<file path="src/design/sfd_pkg.sv">
// shared types and constants of the frame deframer
// no dependencies
package sfd_pkg;

  localparam int MAX_FRAME_BYTES = 64;
  localparam int STORE_DEPTH     = MAX_FRAME_BYTES - 4;
  localparam int MIN_FRAME_LEN   = 5;
  localparam int IDX_W           = $clog2(STORE_DEPTH + 1);
  localparam int ADDR_W          = IDX_W + 1;
  localparam int MEM_DEPTH       = 2 ** ADDR_W;
  localparam int QUEUE_DEPTH     = 2;
  localparam int QPTR_W          = (QUEUE_DEPTH > 1) ? $clog2(QUEUE_DEPTH) : 1;
  localparam int QCNT_W          = $clog2(QUEUE_DEPTH + 1);

  // register indexes on the config port
  localparam logic [1:0] REG_HEADER_FIRST  = 2'd0;
  localparam logic [1:0] REG_HEADER_SECOND = 2'd1;
  localparam logic [1:0] REG_MAX_FRAME_LEN = 2'd2;

  localparam logic [7:0] HEADER_FIRST_RST  = 8'hAA;
  localparam logic [7:0] HEADER_SECOND_RST = 8'h55;
  localparam logic [6:0] MAX_LEN_RST       = 7'd60;

  typedef enum logic [1:0] {
    KIND_DATA     = 2'd0,
    KIND_CSUM_ERR = 2'd1,
    KIND_LEN_ERR  = 2'd2
  } kind_t;

  typedef enum logic [2:0] {
    PH_HEAD1,
    PH_HEAD2,
    PH_LEN,
    PH_DATA,
    PH_CSUM
  } phase_t;

  typedef enum logic [1:0] {
    BK_IDLE,
    BK_FETCH,
    BK_SHOW
  } back_state_t;

  typedef struct packed {
    logic [7:0] header_first;
    logic [7:0] header_second;
    logic [6:0] max_len;
  } cfg_t;

  typedef struct packed {
    kind_t             kind;
    logic              bank;
    logic [IDX_W-1:0]  count;
  } cmd_t;

  typedef struct packed {
    logic              en;
    logic [ADDR_W-1:0] addr;
    logic [7:0]        data;
  } wr_t;

  typedef struct packed {
    logic done;
    logic bank;
  } release_t;

endpackage

</file>
<file path="src/design/sfd_if.sv">
// byte and result channel interfaces of the frame deframer
// no dependencies
interface sfd_rx_if;
  logic       valid;
  logic       ready;
  logic [7:0] in_byte;
  modport source (output valid, output in_byte, input ready);
  modport sink (input valid, input in_byte, output ready);
endinterface

interface sfd_res_if;
  logic       valid;
  logic       ready;
  logic [1:0] out_kind;
  logic [7:0] out_byte;
  logic       out_last;
  modport source (output valid, output out_kind, output out_byte, output out_last,
                  input ready);
  modport sink (input valid, input out_kind, input out_byte, input out_last,
                output ready);
endinterface

</file>
<file path="src/design/sfd_front.sv">
// front part: frame hunt, length check, checksum, payload writes
// depends on sfd_pkg
module sfd_front (
  input  logic                  clk,
  input  logic                  rst,
  input  sfd_pkg::cfg_t         cfg,
  input  logic                  in_valid,
  input  logic [7:0]            in_byte,
  output logic                  in_ready,
  input  logic                  q_full,
  output logic                  push,
  output sfd_pkg::cmd_t         push_cmd,
  output sfd_pkg::wr_t          wr,
  input  sfd_pkg::release_t     rel
);

  sfd_pkg::phase_t           phase, phase_next;
  logic [7:0]                expected_len, expected_len_next;
  logic [7:0]                running_sum, running_sum_next;
  logic [sfd_pkg::IDX_W-1:0] pidx, pidx_next;
  logic                      wbank, wbank_next;
  logic [1:0]                bank_busy, bank_busy_next;
  logic [7:0]                limit;
  logic                      acc;

  assign in_ready = !q_full && !bank_busy[wbank];
  assign acc      = in_valid && in_ready;
  assign limit    = (cfg.max_len > 7'(sfd_pkg::MAX_FRAME_BYTES)) ?
                    8'(sfd_pkg::MAX_FRAME_BYTES) : {1'b0, cfg.max_len};

  always_comb begin
    phase_next        = phase;
    expected_len_next = expected_len;
    running_sum_next  = running_sum;
    pidx_next         = pidx;
    wbank_next        = wbank;
    bank_busy_next    = bank_busy;
    push              = 1'b0;
    push_cmd          = '0;
    wr.en             = 1'b0;
    wr.addr           = {wbank, pidx};
    wr.data           = in_byte;
    if (rel.done) begin
      bank_busy_next[rel.bank] = 1'b0;
    end
    if (acc) begin
      unique case (phase)
        sfd_pkg::PH_HEAD1: begin
          if (in_byte == cfg.header_first) begin
            running_sum_next = in_byte;
            phase_next       = sfd_pkg::PH_HEAD2;
          end
        end
        sfd_pkg::PH_HEAD2: begin
          // a mismatch here is not retried as a first header
          if (in_byte == cfg.header_second) begin
            running_sum_next = running_sum + in_byte;
            phase_next       = sfd_pkg::PH_LEN;
          end else begin
            phase_next = sfd_pkg::PH_HEAD1;
          end
        end
        sfd_pkg::PH_LEN: begin
          expected_len_next = in_byte;
          if (in_byte < 8'(sfd_pkg::MIN_FRAME_LEN) || in_byte > limit) begin
            push          = 1'b1;
            push_cmd.kind = sfd_pkg::KIND_LEN_ERR;
            phase_next    = sfd_pkg::PH_HEAD1;
          end else begin
            running_sum_next = running_sum + in_byte;
            pidx_next        = '0;
            phase_next       = sfd_pkg::PH_DATA;
          end
        end
        sfd_pkg::PH_DATA: begin
          wr.en            = 1'b1;
          running_sum_next = running_sum + in_byte;
          pidx_next        = pidx + sfd_pkg::IDX_W'(1);
          // bytes so far plus checksum reach the frame length
          if (8'(pidx) + 8'(sfd_pkg::MIN_FRAME_LEN) >= expected_len) begin
            phase_next = sfd_pkg::PH_CSUM;
          end
        end
        sfd_pkg::PH_CSUM: begin
          push = 1'b1;
          if (running_sum == in_byte) begin
            push_cmd.kind            = sfd_pkg::KIND_DATA;
            push_cmd.bank            = wbank;
            push_cmd.count           = pidx;
            bank_busy_next[wbank]    = 1'b1;
            wbank_next               = !wbank;
          end else begin
            push_cmd.kind = sfd_pkg::KIND_CSUM_ERR;
          end
          phase_next = sfd_pkg::PH_HEAD1;
        end
        default: begin
          phase_next = sfd_pkg::PH_HEAD1;
        end
      endcase
    end
  end

  always_ff @(posedge clk) begin
    if (rst) begin
      phase        <= sfd_pkg::PH_HEAD1;
      expected_len <= '0;
      running_sum  <= '0;
      pidx         <= '0;
      wbank        <= 1'b0;
      bank_busy    <= '0;
    end else begin
      phase        <= phase_next;
      expected_len <= expected_len_next;
      running_sum  <= running_sum_next;
      pidx         <= pidx_next;
      wbank        <= wbank_next;
      bank_busy    <= bank_busy_next;
    end
  end

endmodule

</file>
<file path="src/design/sfd_cmd_queue.sv">
// short command queue between front and back parts
// depends on sfd_pkg
module sfd_cmd_queue (
  input  logic          clk,
  input  logic          rst,
  input  logic          push,
  input  sfd_pkg::cmd_t push_cmd,
  output logic          full,
  input  logic          pop,
  output sfd_pkg::cmd_t pop_cmd,
  output logic          empty
);

  sfd_pkg::cmd_t              entries [sfd_pkg::QUEUE_DEPTH];
  logic [sfd_pkg::QPTR_W-1:0] wr_ptr, rd_ptr;
  logic [sfd_pkg::QCNT_W-1:0] count;
  logic                       do_push, do_pop;

  assign full    = (count == sfd_pkg::QCNT_W'(sfd_pkg::QUEUE_DEPTH));
  assign empty   = (count == '0);
  assign pop_cmd = entries[rd_ptr];
  assign do_push = push && !full;
  assign do_pop  = pop && !empty;

  always_ff @(posedge clk) begin
    if (do_push) begin
      entries[wr_ptr] <= push_cmd;
    end
  end

  always_ff @(posedge clk) begin
    if (rst) begin
      wr_ptr <= '0;
      rd_ptr <= '0;
      count  <= '0;
    end else begin
      if (do_push) begin
        wr_ptr <= (wr_ptr == sfd_pkg::QPTR_W'(sfd_pkg::QUEUE_DEPTH - 1)) ?
                  '0 : wr_ptr + sfd_pkg::QPTR_W'(1);
      end
      if (do_pop) begin
        rd_ptr <= (rd_ptr == sfd_pkg::QPTR_W'(sfd_pkg::QUEUE_DEPTH - 1)) ?
                  '0 : rd_ptr + sfd_pkg::QPTR_W'(1);
      end
      if (do_push && !do_pop) begin
        count <= count + sfd_pkg::QCNT_W'(1);
      end else if (do_pop && !do_push) begin
        count <= count - sfd_pkg::QCNT_W'(1);
      end
    end
  end

endmodule

</file>
<file path="src/design/sfd_back.sv">
// back part: payload store and result drain with output register
// depends on sfd_pkg
module sfd_back (
  input  logic              clk,
  input  logic              rst,
  input  sfd_pkg::wr_t      wr,
  input  logic              q_empty,
  input  sfd_pkg::cmd_t     q_cmd,
  output logic              pop,
  output sfd_pkg::release_t rel,
  output logic              out_valid,
  input  logic              out_ready,
  output sfd_pkg::kind_t    out_kind,
  output logic [7:0]        out_byte,
  output logic              out_last
);

  logic [7:0]                 mem [sfd_pkg::MEM_DEPTH];
  logic [7:0]                 rd_data;
  logic                       rd_en;
  logic [sfd_pkg::ADDR_W-1:0] rd_addr;

  sfd_pkg::back_state_t       state, state_next;
  logic                       cur_bank, cur_bank_next;
  logic [sfd_pkg::IDX_W-1:0]  cur_count, cur_count_next;
  logic [sfd_pkg::IDX_W-1:0]  idx, idx_next, idx_inc;
  logic                       out_valid_next;
  sfd_pkg::kind_t             out_kind_next;
  logic [7:0]                 out_byte_next;
  logic                       out_last_next;

  assign idx_inc = idx + sfd_pkg::IDX_W'(1);

  always_comb begin
    state_next     = state;
    cur_bank_next  = cur_bank;
    cur_count_next = cur_count;
    idx_next       = idx;
    out_valid_next = out_valid;
    out_kind_next  = out_kind;
    out_byte_next  = out_byte;
    out_last_next  = out_last;
    pop            = 1'b0;
    rd_en          = 1'b0;
    rd_addr        = {cur_bank, idx};
    rel            = '0;
    unique case (state)
      sfd_pkg::BK_IDLE: begin
        if (!q_empty) begin
          pop = 1'b1;
          if (q_cmd.kind == sfd_pkg::KIND_DATA) begin
            cur_bank_next  = q_cmd.bank;
            cur_count_next = q_cmd.count;
            idx_next       = '0;
            rd_en          = 1'b1;
            rd_addr        = {q_cmd.bank, {sfd_pkg::IDX_W{1'b0}}};
            state_next     = sfd_pkg::BK_FETCH;
          end else begin
            out_valid_next = 1'b1;
            out_kind_next  = q_cmd.kind;
            out_byte_next  = '0;
            out_last_next  = 1'b1;
            state_next     = sfd_pkg::BK_SHOW;
          end
        end
      end
      sfd_pkg::BK_FETCH: begin
        out_valid_next = 1'b1;
        out_kind_next  = sfd_pkg::KIND_DATA;
        out_byte_next  = rd_data;
        out_last_next  = (idx_inc == cur_count);
        state_next     = sfd_pkg::BK_SHOW;
      end
      sfd_pkg::BK_SHOW: begin
        if (out_ready) begin
          out_valid_next = 1'b0;
          if (out_last) begin
            // hand the drained bank back to the front part
            if (out_kind == sfd_pkg::KIND_DATA) begin
              rel.done = 1'b1;
              rel.bank = cur_bank;
            end
            state_next = sfd_pkg::BK_IDLE;
          end else begin
            idx_next   = idx_inc;
            rd_en      = 1'b1;
            rd_addr    = {cur_bank, idx_inc};
            state_next = sfd_pkg::BK_FETCH;
          end
        end
      end
      default: begin
        state_next = sfd_pkg::BK_IDLE;
      end
    endcase
  end

  always_ff @(posedge clk) begin
    if (wr.en) begin
      mem[wr.addr] <= wr.data;
    end
    if (rd_en) begin
      rd_data <= mem[rd_addr];
    end
  end

  always_ff @(posedge clk) begin
    if (rst) begin
      state     <= sfd_pkg::BK_IDLE;
      out_valid <= 1'b0;
    end else begin
      state     <= state_next;
      out_valid <= out_valid_next;
    end
  end

  always_ff @(posedge clk) begin
    cur_bank  <= cur_bank_next;
    cur_count <= cur_count_next;
    idx       <= idx_next;
    out_kind  <= out_kind_next;
    out_byte  <= out_byte_next;
    out_last  <= out_last_next;
  end

endmodule

</file>
<file path="src/design/serial_frame_deframer_sum8.sv">
// top level of the serial frame deframer with 8-bit additive checksum
// depends on sfd_pkg, sfd_if, sfd_front, sfd_cmd_queue, sfd_back
//
// Hunts received bytes for frames of the form header_first, header_second, length,
// payload, checksum, where length is the whole frame size (5 up to max_frame_len,
// capped at 64) and the checksum is the low 8 bits of the sum of everything before
// it. A good frame drains as one transfer per payload byte with out_last on the
// final one; a bad checksum or an out-of-range length gives a single error transfer
// with out_byte zero and out_last set. Bytes outside frames give nothing. The
// front part takes one byte per cycle; it holds off only while its two-entry
// command queue is full or while the payload bank it would write next is still
// being drained. Payload sits in a two-bank store (one bank per frame in flight)
// with a registered read port, so the back part fetches each payload byte before
// it shows it and takes up each command from its idle state; no new result is
// offered while a byte is being fetched. A frame drains while the next frame is
// already being received. The store needs no clearing pass after reset: every
// entry read back was written earlier in the same frame. Configuration writes are
// to be made only while the block is idle.
module serial_frame_deframer_sum8 (
  input  logic       clk,
  input  logic       rst,
  sfd_rx_if.sink     rx,
  sfd_res_if.source  res,
  input  logic       cfg_we,
  input  logic [1:0] cfg_index,
  input  logic [7:0] cfg_data
);

  sfd_pkg::cfg_t     cfg;
  sfd_pkg::cmd_t     push_cmd, pop_cmd;
  sfd_pkg::wr_t      wr;
  sfd_pkg::release_t rel;
  sfd_pkg::kind_t    out_kind;
  logic              push, pop, q_full, q_empty;

  // config registers, index beyond the list is ignored
  always_ff @(posedge clk) begin
    if (rst) begin
      cfg.header_first  <= sfd_pkg::HEADER_FIRST_RST;
      cfg.header_second <= sfd_pkg::HEADER_SECOND_RST;
      cfg.max_len       <= sfd_pkg::MAX_LEN_RST;
    end else if (cfg_we) begin
      unique case (cfg_index)
        sfd_pkg::REG_HEADER_FIRST:  cfg.header_first  <= cfg_data;
        sfd_pkg::REG_HEADER_SECOND: cfg.header_second <= cfg_data;
        sfd_pkg::REG_MAX_FRAME_LEN: cfg.max_len       <= cfg_data[6:0];
        default: begin
        end
      endcase
    end
  end

  // hunt, classify and store payload
  sfd_front u_front (
    .clk      (clk),
    .rst      (rst),
    .cfg      (cfg),
    .in_valid (rx.valid),
    .in_byte  (rx.in_byte),
    .in_ready (rx.ready),
    .q_full   (q_full),
    .push     (push),
    .push_cmd (push_cmd),
    .wr       (wr),
    .rel      (rel)
  );

  // decouples frame reception from result drain
  sfd_cmd_queue u_queue (
    .clk      (clk),
    .rst      (rst),
    .push     (push),
    .push_cmd (push_cmd),
    .full     (q_full),
    .pop      (pop),
    .pop_cmd  (pop_cmd),
    .empty    (q_empty)
  );

  // payload store and output register
  sfd_back u_back (
    .clk       (clk),
    .rst       (rst),
    .wr        (wr),
    .q_empty   (q_empty),
    .q_cmd     (pop_cmd),
    .pop       (pop),
    .rel       (rel),
    .out_valid (res.valid),
    .out_ready (res.ready),
    .out_kind  (out_kind),
    .out_byte  (res.out_byte),
    .out_last  (res.out_last)
  );

  assign res.out_kind = out_kind;

endmodule

</file>
<file path="src/flat_wrapper.sv">
// flat-port wrapper written by rule: the top's interface ports become plain ports
module serial_frame_deframer_sum8_flat 
  (clk, rst, cfg_we, cfg_index, cfg_data, rx_valid, rx_in_byte, rx_ready, res_valid, res_out_kind, res_out_byte, res_out_last, res_ready);
  sfd_rx_if rx_i ();
  sfd_res_if res_i ();
  input  logic clk;
  input  logic rst;
  input  logic cfg_we;
  input  logic [1:0] cfg_index;
  input  logic [7:0] cfg_data;
  input wire logic [$bits(rx_i.valid)-1:0] rx_valid;
  input wire logic [$bits(rx_i.in_byte)-1:0] rx_in_byte;
  output wire logic [$bits(rx_i.ready)-1:0] rx_ready;
  output wire logic [$bits(res_i.valid)-1:0] res_valid;
  output wire logic [$bits(res_i.out_kind)-1:0] res_out_kind;
  output wire logic [$bits(res_i.out_byte)-1:0] res_out_byte;
  output wire logic [$bits(res_i.out_last)-1:0] res_out_last;
  input wire logic [$bits(res_i.ready)-1:0] res_ready;
  assign rx_i.valid = rx_valid;
  assign rx_i.in_byte = rx_in_byte;
  assign rx_ready = rx_i.ready;
  assign res_valid = res_i.valid;
  assign res_out_kind = res_i.out_kind;
  assign res_out_byte = res_i.out_byte;
  assign res_out_last = res_i.out_last;
  assign res_i.ready = res_ready;
  serial_frame_deframer_sum8 u_core (.clk(clk), .rst(rst), .rx(rx_i), .res(res_i), .cfg_we(cfg_we), .cfg_index(cfg_index), .cfg_data(cfg_data));
endmodule
</file>
<file path="config.mk">
export PLATFORM = sky130hd
export DESIGN_NAME = serial_frame_deframer_sum8_flat
export DESIGN_NICKNAME = d
export VERILOG_FILES = /design/src/design/sfd_pkg.sv /design/src/design/sfd_if.sv /design/src/design/sfd_front.sv /design/src/design/sfd_cmd_queue.sv /design/src/design/sfd_back.sv /design/src/design/serial_frame_deframer_sum8.sv /design/src/flat_wrapper.sv
export SDC_FILE = /design/constraint.sdc
export NUM_CORES = 2
export LEC_CHECK = 0
export ABC_CLOCK_PERIOD_IN_PS = 7300
export BUFFER_PORTS_ARGS = -buffer_cell sky130_fd_sc_hd__buf_2
export CAP_MARGIN = 40
export CORE_MARGIN = 4
export CORE_UTILIZATION = 31
export CTS_CLUSTER_DIAMETER = 60
export DETAILED_ROUTE_END_ITERATION = 16
export GPL_TIMING_DRIVEN = 0
export PLACE_DENSITY_LB_ADDON = 0.2
export SLEW_MARGIN = 20
export SYNTH_ARGS = -nofsm -noshare
export SYNTH_HDL_FRONTEND = slang
export SYNTH_SLANG_ARGS = --single-unit
</file>
<file path="constraint.sdc">
create_clock -name clk -period 7.3 [get_ports clk]
set_input_delay 0.73 -clock clk [delete_from_list [all_inputs] [get_ports clk]]
set_output_delay 0.73 -clock clk [all_outputs]
set_load 0.05 [all_outputs]
</file>
## Word-level counts from Yosys, hierarchy flattened

Memory sizes are Yosys's and may differ from the RTL's. A register that Yosys moved wholly into a read port is not among the register bits.
Index checks and enable logic that the tools add are counted.

| operators by class | value |
|---|---|
| add/subtract/negate cells | 8 |
| magnitude comparators | 8 |
| equal/unequal tests | 22 |
| muxes and demuxes | 80 |
| bitwise gates (word level) | 4 |
| reductions and logical operators | 40 |

Operator list:

| operator | count |
|---|---|
| 2-to-1 mux 6 bit | 7 |
| 2-to-1 mux 8 bit | 5 |
| 2-to-1 mux 2 bit | 18 |
| 2-to-1 mux 7 bit | 5 |
| case mux 8 bit (4 select lines) | 1 |
| 2-to-1 mux 1 bit | 27 |
| equality test 8 bit | 3 |
| case mux 6 bit (2 select lines) | 2 |
| != test 2 bit (second input constant) | 9 |
| case mux 8 bit (2 select lines) | 1 |
| AND reduction 3 bit | 5 |
| case mux 7 bit (2 select lines) | 1 |
| adder 6 x 1 -> 6 bit (second input constant) | 2 |
| case mux 3 bit (4 select lines) | 1 |
| zero test 2 bit | 5 |
| AND reduction 2 bit | 5 |
| AND reduction 5 bit | 2 |
| 2-to-1 mux 9 bit | 1 |
| adder 8 bit | 1 |
| greater-or-equal comparator 7 x 8 -> 1 bit | 1 |
| > comparator 8 x 7 -> 1 bit | 1 |
| logical AND 1 bit | 8 |
| less-than comparator 8 x 3 -> 1 bit (second input constant) | 1 |
| case mux 2 bit (2 select lines) | 2 |
| 29 further kinds | 48 |

| word-level totals | value |
|---|---|
| flip-flop bits (word level) | 82 |
| bits in writable memories | 1042 |
| input port bits | 23 |
| output and inout bits | 13 |
| logic and storage cells | 184 |
| memories | 2 |

Memory list:

| name | depth | width | read ports | clocked after Yosys merged registers in | wr ports | RTL line | text |
|---|---|---|---|---|---|---|---|
| u_core.u_back.mem | 128 | 8 | 1 | 1 | 1 | sfd_back.sv:18 | `logic [7:0] mem [sfd_pkg::MEM_DEPTH];` |
| u_core.u_queue.entries | 2 | 9 | 1 | 1 | 1 | sfd_cmd_queue.sv:14 | `sfd_pkg::cmd_t entries [sfd_pkg::QUEUE_DEPTH];` |

## Longest topological paths before layout

| logic depth | value |
|---|---|
| depth in word-level cells | 16 |
| gate-level depth with buffers | 16 |
| gate-level depth less buffers | 14 |

## Cells and area by module

Synthesis repeated with hierarchy kept, for this count alone.

| unflattened totals | value |
|---|---|
| cells, all modules | 3504 |
| area, all modules | 47413.0 um2 |

By module, submodules not included:

| module | times used | cells an instance | area an instance (um2) | seq. area each (um2) |
|---|---|---|---|---|
| sfd_back | 1 | 3057 | 43173.9 | 31770.5 |
| sfd_front | 1 | 298 | 2418.6 | 560.5 |
| serial_frame_deframer_sum8 | 1 | 96 | 955.9 | 460.4 |
| sfd_cmd_queue | 1 | 53 | 864.6 | 640.6 |

## Worst setup path before layout

OpenSTA, ideal clock, no wires.

| timing path | value |
|---|---|
| path type | reg-to-reg |
| from | register u_core.u_queue.count[0] (netlist name) |
| to | memory u_core.u_back.mem[103][0], enable pin |
| library setup time | 0.370 ns |
| arrival time | 3.625 ns |
| data required time | 6.930 ns |
| path slack | 3.305 ns |
| cell stages (with the launch flop) | 10 |
| period minus slack after synthesis | 3.995 ns |
| cells stage by stage | dfxtp_1 inv_1 a221oi_1 nand2_1 nor2_1 and2_1 clkbuf_1 nand3_1 clkbuf_1 nor2_1 |

| between the ends | value |
|---|---|
| cells in the longest elaborated chain, start to end | 7 |

Ends and longest elaborated chain:

| what | RTL line | text |
|---|---|---|
| start, declared | sfd_cmd_queue.sv:16 | `logic [sfd_pkg::QCNT_W-1:0] count;` |
| start signal, assigned | sfd_cmd_queue.sv:46 | `count <= count + sfd_pkg::QCNT_W'(1);` |
| start signal, assigned | sfd_cmd_queue.sv:48 | `count <= count - sfd_pkg::QCNT_W'(1);` |
| equality test 2 bit | sfd_cmd_queue.sv:19 | `assign full = (count == sfd_pkg::QCNT_W'(sfd_pkg::QUEUE_DEPTH));` |
| zero test 1 bit | sfd_front.sv:26 | `assign in_ready = !q_full && !bank_busy[wbank];` |
| logical AND 1 bit | sfd_front.sv:26 |  |
| via rx_ready | flat_wrapper.sv:13 | `output wire logic [$bits(rx_i.ready)-1:0] rx_ready;` |
| logical AND 1 bit | sfd_front.sv:27 | `assign acc = in_valid && in_ready;` |
| 2-to-1 mux 1 bit | sfd_front.sv:46 | `if (acc) begin` |
| 2-to-1 mux 1 bit | sfd_back.sv:99 | `if (wr.en) begin` |
| 2-to-1 mux 1 bit (implied by the code) | sfd_back.sv:100 | `mem[wr.addr] <= wr.data;` |
| end, declared | sfd_back.sv:18 |  |

The timed path passes the listed nets, and every way through them passes these cells.

## Worst setup path in the final report

| timing path | value |
|---|---|
| from | register u_core.u_back.out_last |
| to | register u_core.u_back.rd_data[1], read port of u_core.u_back.mem, data pin |

| between the ends | value |
|---|---|
| cells in the longest elaborated chain, start to end | 3 |
| elaborated cells between the ends (all ways) | 6 |

Ends and longest elaborated chain:

| what | RTL line | text |
|---|---|---|
| start, declared | sfd_back.sv:15 | `output logic out_last` |
| start signal, assigned | sfd_back.sv:123 | `out_last <= out_last_next;` |
| 2-to-1 mux 6 bit or 2-to-1 mux 1 bit (tied branches) | sfd_back.sv:77 | `if (out_last) begin` |
| 2-to-1 mux 6 bit or 2-to-1 mux 1 bit (tied branches) | sfd_back.sv:75 | `if (out_ready) begin` |
| case mux 7 bit (2 select lines) or case mux 1 bit (2 select lines) (tied branches) | sfd_back.sv:47 | `unique case (state)` |
| end, declared | sfd_back.sv:19 | `logic [7:0] rd_data;` |

Several ways; a longest one is shown, not always the timed one.
A chain may end at the register's enable or synchronous reset.

==> metrics <==
outcome=completed; Hold/Removal Path Class=in2reg; register area share after synthesis=between 70% and 80%; die area=around 0.16 mm²; starting density of the core=a little under a third; chip height=about 390 µm; Placement Rows=between 100 and 150; Worst-path clk slew=0.06 ns; vias=around 33000; EDFF count, synth=around 1100; worst vdd ir=0.000236 V; CP endpoint kind=flop; fmax=around 160 MHz; io pins=36; worst slack at placement=around 1 ns; Synth Net Count=roughly 3400; Setup Crit Path Kind=reg2reg; leading area contributor after synthesis=edfxtp_1; Setup Buffers After CTS=0; number of routed nets with antenna violations=0; clk root buf=clkbuf_16; final hold violation count=0; Final WS setup=~1.1 ns; final setup violation count=0; vias in the first global route=30600; Final nets=3742; Critical Path AT=6.55 ns; switching share of total power=between 20% and 30%; power share of the combinational group=roughly 14%; hold_buf cts=0; clock tree buffer depth=3; fin crit period=6.16 ns; first-pass GRT wire length=roughly 270000 µm; Clock Latency Late Sink=just under 0.8 ns; TritonCTS clock tree=done; vias per inst=between 5 and 6; relative slew slack=between 30 and 40%; Clock Power Share=41.3%; Pwr Density=between 200 and 300 mW/mm²; Initial DRC Count=5268; crit share post-route=between 80% and 90%; RSZ-0062 raised after global routing=false; top post-synthesis cells by area=edfxtp_1, nand2_1, mux2i_1; Mapped Cells=3359; initial antenna violation count=13; Final Slew Violations=0; CTS Buf Count=134; Post-synth top flop=edfxtp_1; Synth cell types=between 80 and 90; final core utilization=37.1%; GR Overflow Total=0; dpl cells=around 5500; Worst Clk Skew=between 0.03 and 0.04 ns; Num Clock Sinks=1133; IO Port Bufs=34; cts repair resizes=0; Leakage Power=between 15 and 20 nW; # DRC=0; WL/cell=about 35 µm; largest net degree at the start of global routing=93; 1st-pass router iterations=6; crit-path max FO=10; H-tree depth=4; count leader, synth=edfxtp_1; synthesized area per cell=roughly 14 µm²; Routed WL=slightly below 200000 µm; Sw Pwr=about 4.5 mW; post-route insts no fill=5735; Synth Cell Area=roughly 0.046 mm²; area share of the largest cell type after synthesis=69.6%; Yosys warning total=0; Async SR Flop Fraction=0%; post-route design area=0.0550 mm²; synthesized flop and latch total=~1100; RD Place Congestion=approximately 0.96; CP Launch Type=flop; GRT Resource Usage Total=about a quarter; Placement Cell Area=0.0506 mm²; Die Span X=about 390 µm; internal power=~12 mW; Area Growth Syn to Fin=18.7%; maxcap violations=0; list of most frequent post-synthesis cells=edfxtp_1, nand2_1, nor2_1; HPWL Detailed=135000 µm; core area=~0.15 mm²; Flop pwr share=45.0%; share of cells above drive strength 1=between 10% and 20%; Crit path required time=about 7.7 ns; Final Power=16.0 mW; Slew @ Worst Pin=1.00 ns
==> power groups by stage <==
stage | clock network (mW) | registers (mW) | logic, mW
2_1_floorplan | 0 | 7.43 | 0.881
3_3_place_gp | 0 | 7.38 | 2.07
3_5_place_dp | 0 | 7.36 | 2.13
4_1_cts | 6.67 | 7.22 | 2.14
5_1_grt | 6.94 | 7.22 | 2.23
6_report | 6.62 | 7.22 | 2.21
==> final cells by class <==
cell class / count / area, µm²
sequential: 1133 / 33400
multi-input combinational: 2002 / 11800
antenna: 9 / 22.5
clock inverter: 69 / 648
clock buffer: 169 / 3610
fill: 14300 / 93200
tap: 1930 / 2410
buffer: 196 / 1070
inverter: 28 / 110
timing repair buffer: 199 / 1850
==> kinds of logic (layout without fill, tap and decap cells) <==
kind of cell	count (synthesis)	after routing	share of synthesized area, %
flip-flops	1133	1133	72.2
buffers and inverters	224	661	2.47
multiplexers	175	175	4.57
adder cells (fa/ha/maj)	25	25	0.692
other	0	9	0
AND/OR/NAND/NOR	1299	1299	12.3
XOR/XNOR	42	42	0.810
AO/OA/AOI/OAI	461	461	6.98
==> cell usage in the layout (no fill, tap or decap), drive strengths merged, types with 12 or more instances in the layout <==
| cell type | Yosys | routed |
|---|---|---|
| clkinv | 1 | 44 |
| nand2 | 649 | 649 |
| a211o | 17 | 17 |
| and3 | 56 | 56 |
| buf | 113 | 312 |
| nor4 | 13 | 13 |
| edfxtp | 1074 | 1074 |
| nand3 | 196 | 196 |
| nand4 | 36 | 36 |
| nor3 | 26 | 26 |
| xor2 | 28 | 28 |
| mux2i | 135 | 135 |
| nor2b | 20 | 20 |
| a22oi | 38 | 38 |
| a32oi | 37 | 37 |
| a211oi | 37 | 37 |
| a311oi | 18 | 18 |
| o2111ai | 16 | 16 |
| o21ai | 49 | 49 |
| inv | 27 | 36 |
| mux2 | 12 | 12 |
| dfxtp | 59 | 59 |
| xnor2 | 14 | 14 |
| mux4 | 28 | 28 |
| a31oi | 65 | 65 |
| ha | 24 | 24 |
| o22ai | 20 | 20 |
| nor2 | 247 | 247 |
| a21oi | 84 | 84 |
| and2 | 19 | 19 |
| clkbuf | 83 | 252 |
==> routing by layer <==
layer	up-vias	track usage [%]	part of all wire [%]	routed length (µm)
met1	16800	33.1	39	78100
met4	4	11.9	5.2	10400
li1	13400	-	-	-
met5	-	0	0.014	27
met3	463	6.75	12	23000
met2	2205	37.6	44	87400
==> flip-flops by register name (all words and copies together), names as in the netlist, 2 cells and up, named ones only <==
signal / count
u_core.u_back.mem: 1024
u_core.cfg: 23
u_core.u_queue.entries: 18
u_core.u_back.out_byte: 8
u_core.u_back.rd_data: 8
u_core.u_front.expected_len: 8
u_core.u_front.running_sum: 8
u_core.u_back.cur_count: 6
u_core.u_back.idx: 6
u_core.u_front.pidx: 6
u_core.u_front.phase: 3
u_core.u_back.out_kind: 2
u_core.u_back.state: 2
u_core.u_front.bank_busy: 2
u_core.u_queue.count: 2
==> critical path, cell delays in order, from the launching register on <==
cell	delay (ns)
edfxtp_1	0.45
nand4bb_1	0.29
buf_2	0.23
mux2_2	0.30
nand2_2	0.30
buf_2	0.42
nor2_1	0.63
buf_2	0.65
buf_2	0.65
nand3_1	0.17
nand3_1	0.27
o21ai_0	0.18
o21ai_0	0.73
nand4b_1	0.45
==> final timing paths <==
kind                           from                        to  slack (ns)  cells past startpoint
min reg2reg           u_core.cfg[3]             u_core.cfg[3]        0.46                      1
min                     cfg_data[7]            u_core.cfg[22]        0.20                      2
max reg2reg  u_core.u_back.out_last  u_core.u_back.rd_data[1]        1.14                     13
max          u_core.u_back.out_last  u_core.u_back.rd_data[1]        1.14                     13
==> metrics by stage <==
| step | setup TNS, ns | hold WS [ns] |
|---|---|---|
| after floorplan | 0 | 0.436 |
| after global placement | -0.309 | 0.446 |
| after detailed placement | 0 | 0.454 |
| after CTS | 0 | 0.156 |
| after global routing | 0 | 0.179 |
| final | 0 | 0.197 |
(Power assumes the default switching activity.)
